## config.mk

```make
export PLATFORM = sky130hd
export DESIGN_NAME = sha1_message_hasher
export DESIGN_NICKNAME = d
export VERILOG_FILES = /design/src/rtl/core/sha1_pkg.sv /design/src/rtl/core/sha1_front.sv /design/src/rtl/core/sha1_back.sv /design/src/rtl/core/sha1_message_hasher.sv
export SDC_FILE = /design/constraint.sdc
export NUM_CORES = 2
export LEC_CHECK = 0
export BUFFER_PORTS_ARGS = -buffer_cell sky130_fd_sc_hd__buf_2
export CORE_MARGIN = 1.5
export CORE_UTILIZATION = 45
export DETAILED_ROUTE_END_ITERATION = 7
export GPL_TIMING_DRIVEN = 0
export PLACE_DENSITY = 0.6
export SETUP_SLACK_MARGIN = 0.3
export SLEW_MARGIN = 20
export SYNTH_ARGS = -nofsm -noshare
export SYNTH_HDL_FRONTEND = slang
export SYNTH_SLANG_ARGS = --single-unit
export TNS_END_PERCENT = 5
```

## constraint.sdc

```tcl
create_clock -name clk -period 18.74 [get_ports clk]
set_clock_uncertainty 0.1 [all_clocks]
set_input_delay 0.937 -clock clk [delete_from_list [all_inputs] [get_ports clk]]
set_output_delay 0.937 -clock clk [all_outputs]
set_load 0.02 [all_outputs]
```

## src/rtl/core/sha1_pkg.sv

```systemverilog
`timescale 1ns / 1ps
// ----------------------------------------------------------------------------
// sha1_pkg
// shared constants and types of the sha-1 message hasher
// ----------------------------------------------------------------------------
package sha1_pkg;

  localparam int unsigned QueueDepth = 4;

  localparam logic [31:0] K0 = 32'h5A827999;
  localparam logic [31:0] K1 = 32'h6ED9EBA1;
  localparam logic [31:0] K2 = 32'h8F1BBCDC;
  localparam logic [31:0] K3 = 32'hCA62C1D6;

  localparam logic [31:0] H0_INIT = 32'h67452301;
  localparam logic [31:0] H1_INIT = 32'hEFCDAB89;
  localparam logic [31:0] H2_INIT = 32'h98BADCFE;
  localparam logic [31:0] H3_INIT = 32'h10325476;
  localparam logic [31:0] H4_INIT = 32'hC3D2E1F0;

  localparam logic [31:0] PAD_WORD = 32'h80000000;

  // classified transaction handed from front to back
  typedef struct packed {
    logic [31:0] data;
    logic [2:0]  count;
    logic        last;
  } sha1_item_t;

  function automatic logic [31:0] rotl(input logic [31:0] x, input int unsigned s);
    rotl = (x << s) | (x >> (32 - s));
  endfunction

endpackage

```

## src/rtl/core/sha1_front.sv

```systemverilog
`timescale 1ns / 1ps
// ----------------------------------------------------------------------------
// sha1_front
// input side: takes words and queues them, count clamped to four
// ----------------------------------------------------------------------------
module sha1_front
  import sha1_pkg::*;
#(
  parameter int unsigned DEPTH = QueueDepth
) (
  input  logic        clk,
  input  logic        rst,
  input  logic        valid,
  output logic        ready,
  input  logic [31:0] data_word,
  input  logic [2:0]  byte_count,
  input  logic        is_last,
  output logic        q_valid,
  input  logic        q_ready,
  output sha1_item_t  q_item
);

  localparam int unsigned AW = (DEPTH > 1) ? $clog2(DEPTH) : 1;

  sha1_item_t          mem [DEPTH];
  logic [AW-1:0]       wr_ptr, rd_ptr;
  logic [AW:0]         used;
  logic                push, pop;
  sha1_item_t          item_in;

  assign ready   = (used != (AW+1)'(DEPTH));
  assign q_valid = (used != '0);
  assign push    = valid && ready;
  assign pop     = q_valid && q_ready;
  assign q_item  = mem[rd_ptr];

  always_comb begin
    item_in.data  = data_word;
    item_in.count = (byte_count > 3'd4) ? 3'd4 : byte_count;
    item_in.last  = is_last;
  end

  always_ff @(posedge clk) begin
    if (rst) begin
      wr_ptr <= '0;
      rd_ptr <= '0;
      used   <= '0;
    end else begin
      if (push) begin
        wr_ptr <= (wr_ptr == AW'(DEPTH-1)) ? '0 : wr_ptr + 1'b1;
      end
      if (pop) begin
        rd_ptr <= (rd_ptr == AW'(DEPTH-1)) ? '0 : rd_ptr + 1'b1;
      end
      used <= used + (AW+1)'(push) - (AW+1)'(pop);
    end
  end

  always_ff @(posedge clk) begin
    if (push) begin
      mem[wr_ptr] <= item_in;
    end
  end

endmodule

```

## src/rtl/core/sha1_back.sv

```systemverilog
`timescale 1ns / 1ps
// ----------------------------------------------------------------------------
// sha1_back
// padding sequencer, 80-round compression and digest output
// ----------------------------------------------------------------------------
module sha1_back
  import sha1_pkg::*;
(
  input  logic        clk,
  input  logic        rst,
  input  logic        q_valid,
  output logic        q_ready,
  input  sha1_item_t  q_item,
  output logic        valid,
  input  logic        ready,
  output logic [31:0] digest_word,
  output logic [2:0]  word_index,
  output logic        digest_done
);

  typedef enum logic [4:0] {
    S_IDLE  = 5'b00001,
    S_PAD   = 5'b00010,
    S_ROUND = 5'b00100,
    S_FOLD  = 5'b01000,
    S_OUT   = 5'b10000
  } state_t;

  state_t       state;
  logic [31:0]  sched [16];
  logic [31:0]  hh [5];
  logic [31:0]  a, b, c, d, e;
  logic [3:0]   fill_count;
  logic [63:0]  message_bytes;
  logic [6:0]   round_index;
  logic         padding;    // message ended, pad words pending
  logic         pad_extra;  // 0x80 still to push after a full last word
  logic [2:0]   out_idx;
  logic         len_hi;     // high length word sits in slot 14 of this block
  logic         len_pushed; // block being compressed carries the length

  logic [31:0]  push_data;
  logic         push_en;
  logic [31:0]  keep_mask, w_new, w_cur, f, k, t;
  logic [1:0]   stage;
  logic [3:0]   slot;
  logic [63:0]  bits;

  assign slot = round_index[3:0];
  assign bits = message_bytes << 3;
  assign q_ready = (state == S_IDLE);

  always_comb begin
    keep_mask = ~(32'hFFFFFFFF >> (8 * q_item.count));
    push_en   = 1'b0;
    push_data = q_item.data;
    if (state == S_IDLE && q_valid) begin
      push_en = 1'b1;
      if (q_item.last && q_item.count != 3'd4) begin
        push_data = (q_item.data & keep_mask) | (PAD_WORD >> (8 * q_item.count));
      end
    end else if (state == S_PAD) begin
      push_en = 1'b1;
      if (pad_extra) begin
        push_data = PAD_WORD;
      end else if (fill_count == 4'd14) begin
        push_data = bits[63:32];
      end else if (fill_count == 4'd15 && len_hi) begin
        push_data = bits[31:0];
      end else begin
        push_data = '0;
      end
    end
  end

  always_comb begin
    if (round_index < 7'd20) begin
      stage = 2'd0;
    end else if (round_index < 7'd40) begin
      stage = 2'd1;
    end else if (round_index < 7'd60) begin
      stage = 2'd2;
    end else begin
      stage = 2'd3;
    end
    case (stage)
      2'd0:    begin f = (b & c) ^ (~b & d);          k = K0; end
      2'd1:    begin f = b ^ c ^ d;                   k = K1; end
      2'd2:    begin f = (b & c) ^ (b & d) ^ (c & d); k = K2; end
      default: begin f = b ^ c ^ d;                   k = K3; end
    endcase
    w_new = rotl(sched[slot + 4'd13] ^ sched[slot + 4'd8] ^ sched[slot + 4'd2]
                 ^ sched[slot], 1);
    w_cur = (round_index >= 7'd16) ? w_new : sched[slot];
    t = rotl(a, 5) + f + e + k + w_cur;
  end

  always_ff @(posedge clk) begin
    if (rst) begin
      state         <= S_IDLE;
      fill_count    <= '0;
      message_bytes <= '0;
      round_index   <= '0;
      padding       <= 1'b0;
      pad_extra     <= 1'b0;
      out_idx       <= '0;
      hh[0] <= H0_INIT; hh[1] <= H1_INIT; hh[2] <= H2_INIT;
      hh[3] <= H3_INIT; hh[4] <= H4_INIT;
    end else begin
      unique case (state)
        S_IDLE, S_PAD: begin
          if (push_en) begin
            sched[fill_count] <= push_data;
            fill_count <= fill_count + 4'd1;
            if (state == S_IDLE) begin
              if (q_item.last) begin
                message_bytes <= message_bytes + 64'(q_item.count);
                padding   <= 1'b1;
                pad_extra <= (q_item.count == 3'd4);
              end else begin
                message_bytes <= message_bytes + 64'd4;
              end
            end else begin
              pad_extra <= 1'b0;
            end
            if (fill_count == 4'd15) begin
              state       <= S_ROUND;
              round_index <= '0;
              a <= hh[0]; b <= hh[1]; c <= hh[2]; d <= hh[3]; e <= hh[4];
            end else if (state == S_IDLE && q_item.last) begin
              state <= S_PAD;
            end
          end
        end
        S_ROUND: begin
          if (round_index >= 7'd16) begin
            sched[slot] <= w_new;
          end
          e <= d; d <= c; c <= rotl(b, 30); b <= a; a <= t;
          round_index <= round_index + 7'd1;
          if (round_index == 7'd79) begin
            state <= S_FOLD;
          end
        end
        S_FOLD: begin
          hh[0] <= hh[0] + a; hh[1] <= hh[1] + b; hh[2] <= hh[2] + c;
          hh[3] <= hh[3] + d; hh[4] <= hh[4] + e;
          fill_count <= '0;
          // done once the block carrying the length has been folded in
          if (padding && !pad_extra && len_pushed) begin
            state   <= S_OUT;
            out_idx <= '0;
          end else if (padding) begin
            state <= S_PAD;
          end else begin
            state <= S_IDLE;
          end
        end
        S_OUT: begin
          if (ready) begin
            if (out_idx == 3'd4) begin
              out_idx       <= '0;
              state         <= S_IDLE;
              padding       <= 1'b0;
              message_bytes <= '0;
              hh[0] <= H0_INIT; hh[1] <= H1_INIT; hh[2] <= H2_INIT;
              hh[3] <= H3_INIT; hh[4] <= H4_INIT;
            end else begin
              out_idx <= out_idx + 3'd1;
            end
          end
        end
        default: state <= S_IDLE;
      endcase
    end
  end

  // a pad word at slot 15 is the low length word only if slot 14 took the high one
  always_ff @(posedge clk) begin
    if (rst) begin
      len_hi     <= 1'b0;
      len_pushed <= 1'b0;
    end else begin
      if (state == S_PAD && !pad_extra && fill_count == 4'd14) begin
        len_hi <= 1'b1;
      end else if (state == S_PAD && fill_count == 4'd15) begin
        len_hi <= 1'b0;
      end
      if (state == S_PAD && !pad_extra && fill_count == 4'd15 && len_hi) begin
        len_pushed <= 1'b1;
      end else if (state == S_OUT) begin
        len_pushed <= 1'b0;
      end
    end
  end

  assign valid       = (state == S_OUT);
  assign digest_word = hh[out_idx];
  assign word_index  = out_idx;
  assign digest_done = (out_idx == 3'd4);

endmodule

```

## src/rtl/core/sha1_message_hasher.sv

```systemverilog
`timescale 1ns / 1ps
// ----------------------------------------------------------------------------
// sha1_message_hasher
// sha-1 digest of a stream of big-endian 32-bit message words
// ----------------------------------------------------------------------------
// input channel: valid/ready with data_word, byte_count, is_last. byte_count
// is read only on the last word; counts above four act as four.
// output channel: valid/ready, five transactions per message carrying
// digest_word H0..H4 with word_index 0..4, digest_done on the fifth.
// a small queue parts the input from the hashing engine, so words are taken
// while the engine compresses.
// the engine loads each word into the schedule; every sixteenth word starts
// the 80 rounds and a fold, during which the engine takes no new words.
// the last word adds padding: zero words at one a cycle and one or two more
// compressions, then the digest at one word a cycle while the receiver is ready.
// reset clears the queue, length and chaining words to the initial values.
// a stalled receiver holds the digest word; the engine waits, the queue
// keeps taking words until full.
// ----------------------------------------------------------------------------
module sha1_message_hasher
  import sha1_pkg::*;
#(
  parameter int unsigned QUEUE_DEPTH = QueueDepth
) (
  input  logic        clk,
  input  logic        rst,
  input  logic        in_valid,
  output logic        in_ready,
  input  logic [31:0] data_word,
  input  logic [2:0]  byte_count,
  input  logic        is_last,
  output logic        out_valid,
  input  logic        out_ready,
  output logic [31:0] digest_word,
  output logic [2:0]  word_index,
  output logic        digest_done
);

  logic       q_valid, q_ready;
  sha1_item_t q_item;

  sha1_front #(.DEPTH(QUEUE_DEPTH)) u_front (
    .clk(clk), .rst(rst), .valid(in_valid), .ready(in_ready),
    .data_word(data_word), .byte_count(byte_count), .is_last(is_last),
    .q_valid(q_valid), .q_ready(q_ready), .q_item(q_item)
  );

  sha1_back u_back (
    .clk(clk), .rst(rst), .q_valid(q_valid), .q_ready(q_ready), .q_item(q_item),
    .valid(out_valid), .ready(out_ready), .digest_word(digest_word),
    .word_index(word_index), .digest_done(digest_done)
  );

endmodule
```

==> impl_metrics.py <==
metrics = {
    "setup_path": {
        "crit_path_start_kind": "flip-flop",
        "startpoint_of_the_worst_slack_reg_to_reg_timing_path": "u_back.round_index[2]$_SDFFE_PP0P_",
        "cp_slowest_stage_delay_ns": 1.02,
        "critical_path.max_fanout": 10,
        "worst_ep_required_time_ns": 19.13,
        "timing_worst_setup_path_type": "flip-flop to flip-flop",
        "slowest_stage": "clkbuf_1",
        "end_kind": "flip-flop",
        "crit_path_launch": "u_back.round_index[2]$_SDFFE_PP0P_",
        "cell_seen_most_often_among_critical_path_stages": "clkbuf_1",
        "r2r_cells": 27,
        "timing.critical_path.arrival_ns": 11.50,
    },
    "run_status": {
        "violations_in_the_final_reports": "DRC",
        "status": "complete, but fails checks",
    },
    "timing": {
        "slew_headroom_pct": 10.6,
        "fin_crit_ns": 11.11,
        "worst-slew-pin-transition_ns": 1.34,
        "final_max_slew_viol_count": 0,
        "final.setup.worst_slack_ns": 7.63,
        "final-hold-violation-count": 0,
        "timing.fmax_mhz": 90.0,
        "endpoints_failing_setup": 0,
        "finalCritPeriodShare_pct": 59.3,
        "final.setup.tns_ns": 0,
        "grt_setup_unrepaired": "false",
    },
    "yosys": {
        "yosys.area_share.simple_pct": 7.69,
        "ys_seq_area_share_pct": 45.5,
        "ys_seq_elements": 1076,
        "async_flop_share_pct": 0,
        "most_frequently_used_cell_type_in_the_post_synthesis_netlist": "edfxtp_1",
        "ys_top_cells_by_area": "edfxtp_1 (43%), mux4_2 (23%), ha_1 (3.9%), fa_1 (3.7%), dfxtp_1 (2.9%)",
        "synth.area.mux_share_pct": 24.6,
        "postSynthCellCount": 5105,
        "syn-mean-instance-area_sq_um": 13.5,
        "synthAdderAreaFrac_pct": 7.59,
        "synthDominantCellAreaShare_pct": 42.6,
        "synth-compound-area-share_pct": 7.72,
        "synth_fp_nets": 5486,
        "synth_enable_flop_cells": 976,
        "yosys.area_share.xor_xnor_pct": 3.52,
        "synth_top_family_by_area": "multiplexers",
        "syn_area_sq_um": 68800,
        "synth_top_area_cell": "edfxtp_1",
        "synth.distinct_cells": 88,
        "synth_flop_cell": "edfxtp_1",
        "ys.warnings.count": 0,
        "synth_common_cells": "edfxtp_1 (976), mux4_2 (708), nand2_1 (466)",
    },
    "cts": {
        "clock_tree.buffer_depth": 3,
        "clock_sink_count": 1076,
        "clk_transition_reported_paths_ns": 0.07,
        "h-tree-depth": 3,
        "cts_setup_buffers": 0,
        "cts_repair_resize_count": 0,
        "cts_hold_repair.buffers": 0,
        "clockRootBuffer": "clkbuf_16",
        "worstSkewPairLatency_ns": 0.79,
        "cts_tree": "built",
        "clock_buffer_count_from_cts": 120,
    },
    "global_routing": {
        "overflow": 0,
        "grt_pass1_wl_um": 351000,
        "grt_pass1_vias": 48400,
        "grt_max_degree": 51,
        "grt_use_total_pct": 31.6,
        "antenna_found_initial": 7,
    },
    "floorplanning": {
        "die_h_um": 394,
        "design.die.area_sq_um": 155000,
        "ios": 78,
        "initial_utilization_pct": 45.3,
        "fp.coreArea_sq_um": 152000,
        "chipWidth_um": 394,
        "site_row_count": 143,
    },
    "pwr": {
        "peakVddDrop_uv": 84.7,
        "report.power.total_mw": 7.12,
        "powerDensity_nw_per_um2": 92.2,
        "power.leakage_nw": 26.3,
    },
    "worst_hold_path": {
        "cell_depth_of_the_worst_hold_path": 1,
        "hold_path.startpoint": "data_word[20]",
        "timing.hold.worst.class": "input port to flip-flop",
    },
    "routing": {
        "post_drt_wl_per_cell_um": 33.1,
        "routed-via-count": 50400,
        "routed_wl_um": 248000,
        "drc": 5,
        "antenna_left": 0,
        "first_iteration_detailed_routing_drc_count": 7519,
        "route.detailed.vias_per_inst": 6.72,
        "drt_pre_antenna_iters": 8,
    },
    "finish": {
        "postLayoutCellArea_sq_um": 77200,
        "nNetsFinal": 5744,
        "layout.core_utilization_pct": 50.8,
        "drive_above_1_share_pct": 22.9,
        "syn2layout_area_growth_pct": 12.2,
    },
    "placed_design": {
        "count_of_input_and_output_buffers": 77,
        "dpl-instance-area_sq_um": 73200,
        "finalWeightedCongestion": 0.982,
        "pre_cts_ws_ns": 8.16,
        "dpl_hpwl_um": 182000,
    },
    "job": {
        "max-cap-violations": 0,
    },
}
## cell type report
class,instances,area (sq um)
sequential,1076,31300
fill,12800,74700
tap,2030,2540
inverter,318,1190
buffer,276,1160
clock buffer,146,3150
multi-input combinational,3435,35400
clock inverter,82,792
antenna,1,2.50
timing repair buffer,136,1590
## routing by layer
metal | global-route usage [%] | up-vias | wire length (um)
met3 | 8.01 | 787 | 28700
met5 | 0.308 | - | 256
met4 | 16.3 | 19 | 15900
met1 | 40.9 | 25500 | 90000
li1 | - | 20500 | -
met2 | 49.4 | 3601 | 113000
## path summary, 6_finish.rpt
check / to / slack [ns]
max: u_back.a[31]$_DFFE_PP_ / 7.63
min: u_front.mem[1][24]$_DFFE_PP_ / 0.29
max reg2reg: u_back.a[31]$_DFFE_PP_ / 7.63
min reg2reg: flip-flop / 0.39
## where the power goes
| part | switching (mW) | leakage (nW) | internal [mW] |
|---|---|---|---|
| Combinational | 1.09 | 14.9 | 0.597 |
| Clock | 1.07 | 1.93 | 1.37 |
| Sequential | 0.0665 | 9.53 | 2.93 |
| Total | 2.22 | 26.3 | 4.89 |
## state kept, by name, indices dropped and copies added (netlist names), 4 cells and up, named ones only
name	flops
u_back.round_index	7
u_back.a	32
u_back.b	32
u_front.mem	144
u_back.e	32
u_back.fill_count	4
u_back.sched	512
u_back.state	5
u_back.message_bytes	61
u_back.c	32
u_back.hh	160
u_back.d	32
## stage by stage
| stage | instances | hold slack [ns] |
|---|---|---|
| floorplan | 5105 | 0.349 |
| global placement | 7212 | 0.364 |
| detailed placement | 7271 | 0.379 |
| CTS | 7499 | 0.246 |
| global route | 7499 | 0.271 |
| finish | 7500 | 0.292 |
## layout by cell type, fill, tap and decap left out, types with 23 or more instances in the layout
cell type  instances
o22ai_1           31
buf_16            25
clkbuf_2          23
dfxtp_1          100
nand3_1           63
nor3_1            68
mux2i_1           38
mux4_2           708
xor2_1           143
and3_1            34
buf_1             25
a31oi_1           26
mux2_2            37
nor2b_1           42
clkinv_2          29
ha_1             214
buf_2            153
edfxtp_1         976
nor2_1           258
nand4_1           29
a21o_1            75
xnor2_1          131
o21ai_0          290
clkbuf_1         177
clkbuf_16        121
fa_1             127
or3_1             35
nand2_1          465
nand2b_1          34
a21oi_1          233
inv_1            315
## cell families (layout without fill, tap and decap cells)
kind of cell | Yosys count | in the layout
adder cells (fa/ha/maj) | 341 | 341
AND/OR/NAND/NOR | 1143 | 1143
flip-flops | 1076 | 1076
AO/OA/AOI/OAI | 874 | 874
multiplexers | 801 | 801
XOR/XNOR | 276 | 276
buffers and inverters | 594 | 958
other | 0 | 1
## worst max-delay path: cells and delay by family (launching register included)
family,cells,cell delay (ns)
AND/OR/NAND/NOR,4,1.03
flip-flops,1,0.47
multiplexers,1,0.42
XOR/XNOR,3,0.96
AO/OA/AOI/OAI,5,1.21
buffers and inverters,9,4.58
adder cells (fa/ha/maj),5,2.04
Note: power is estimated with default switching activity, not from simulation.
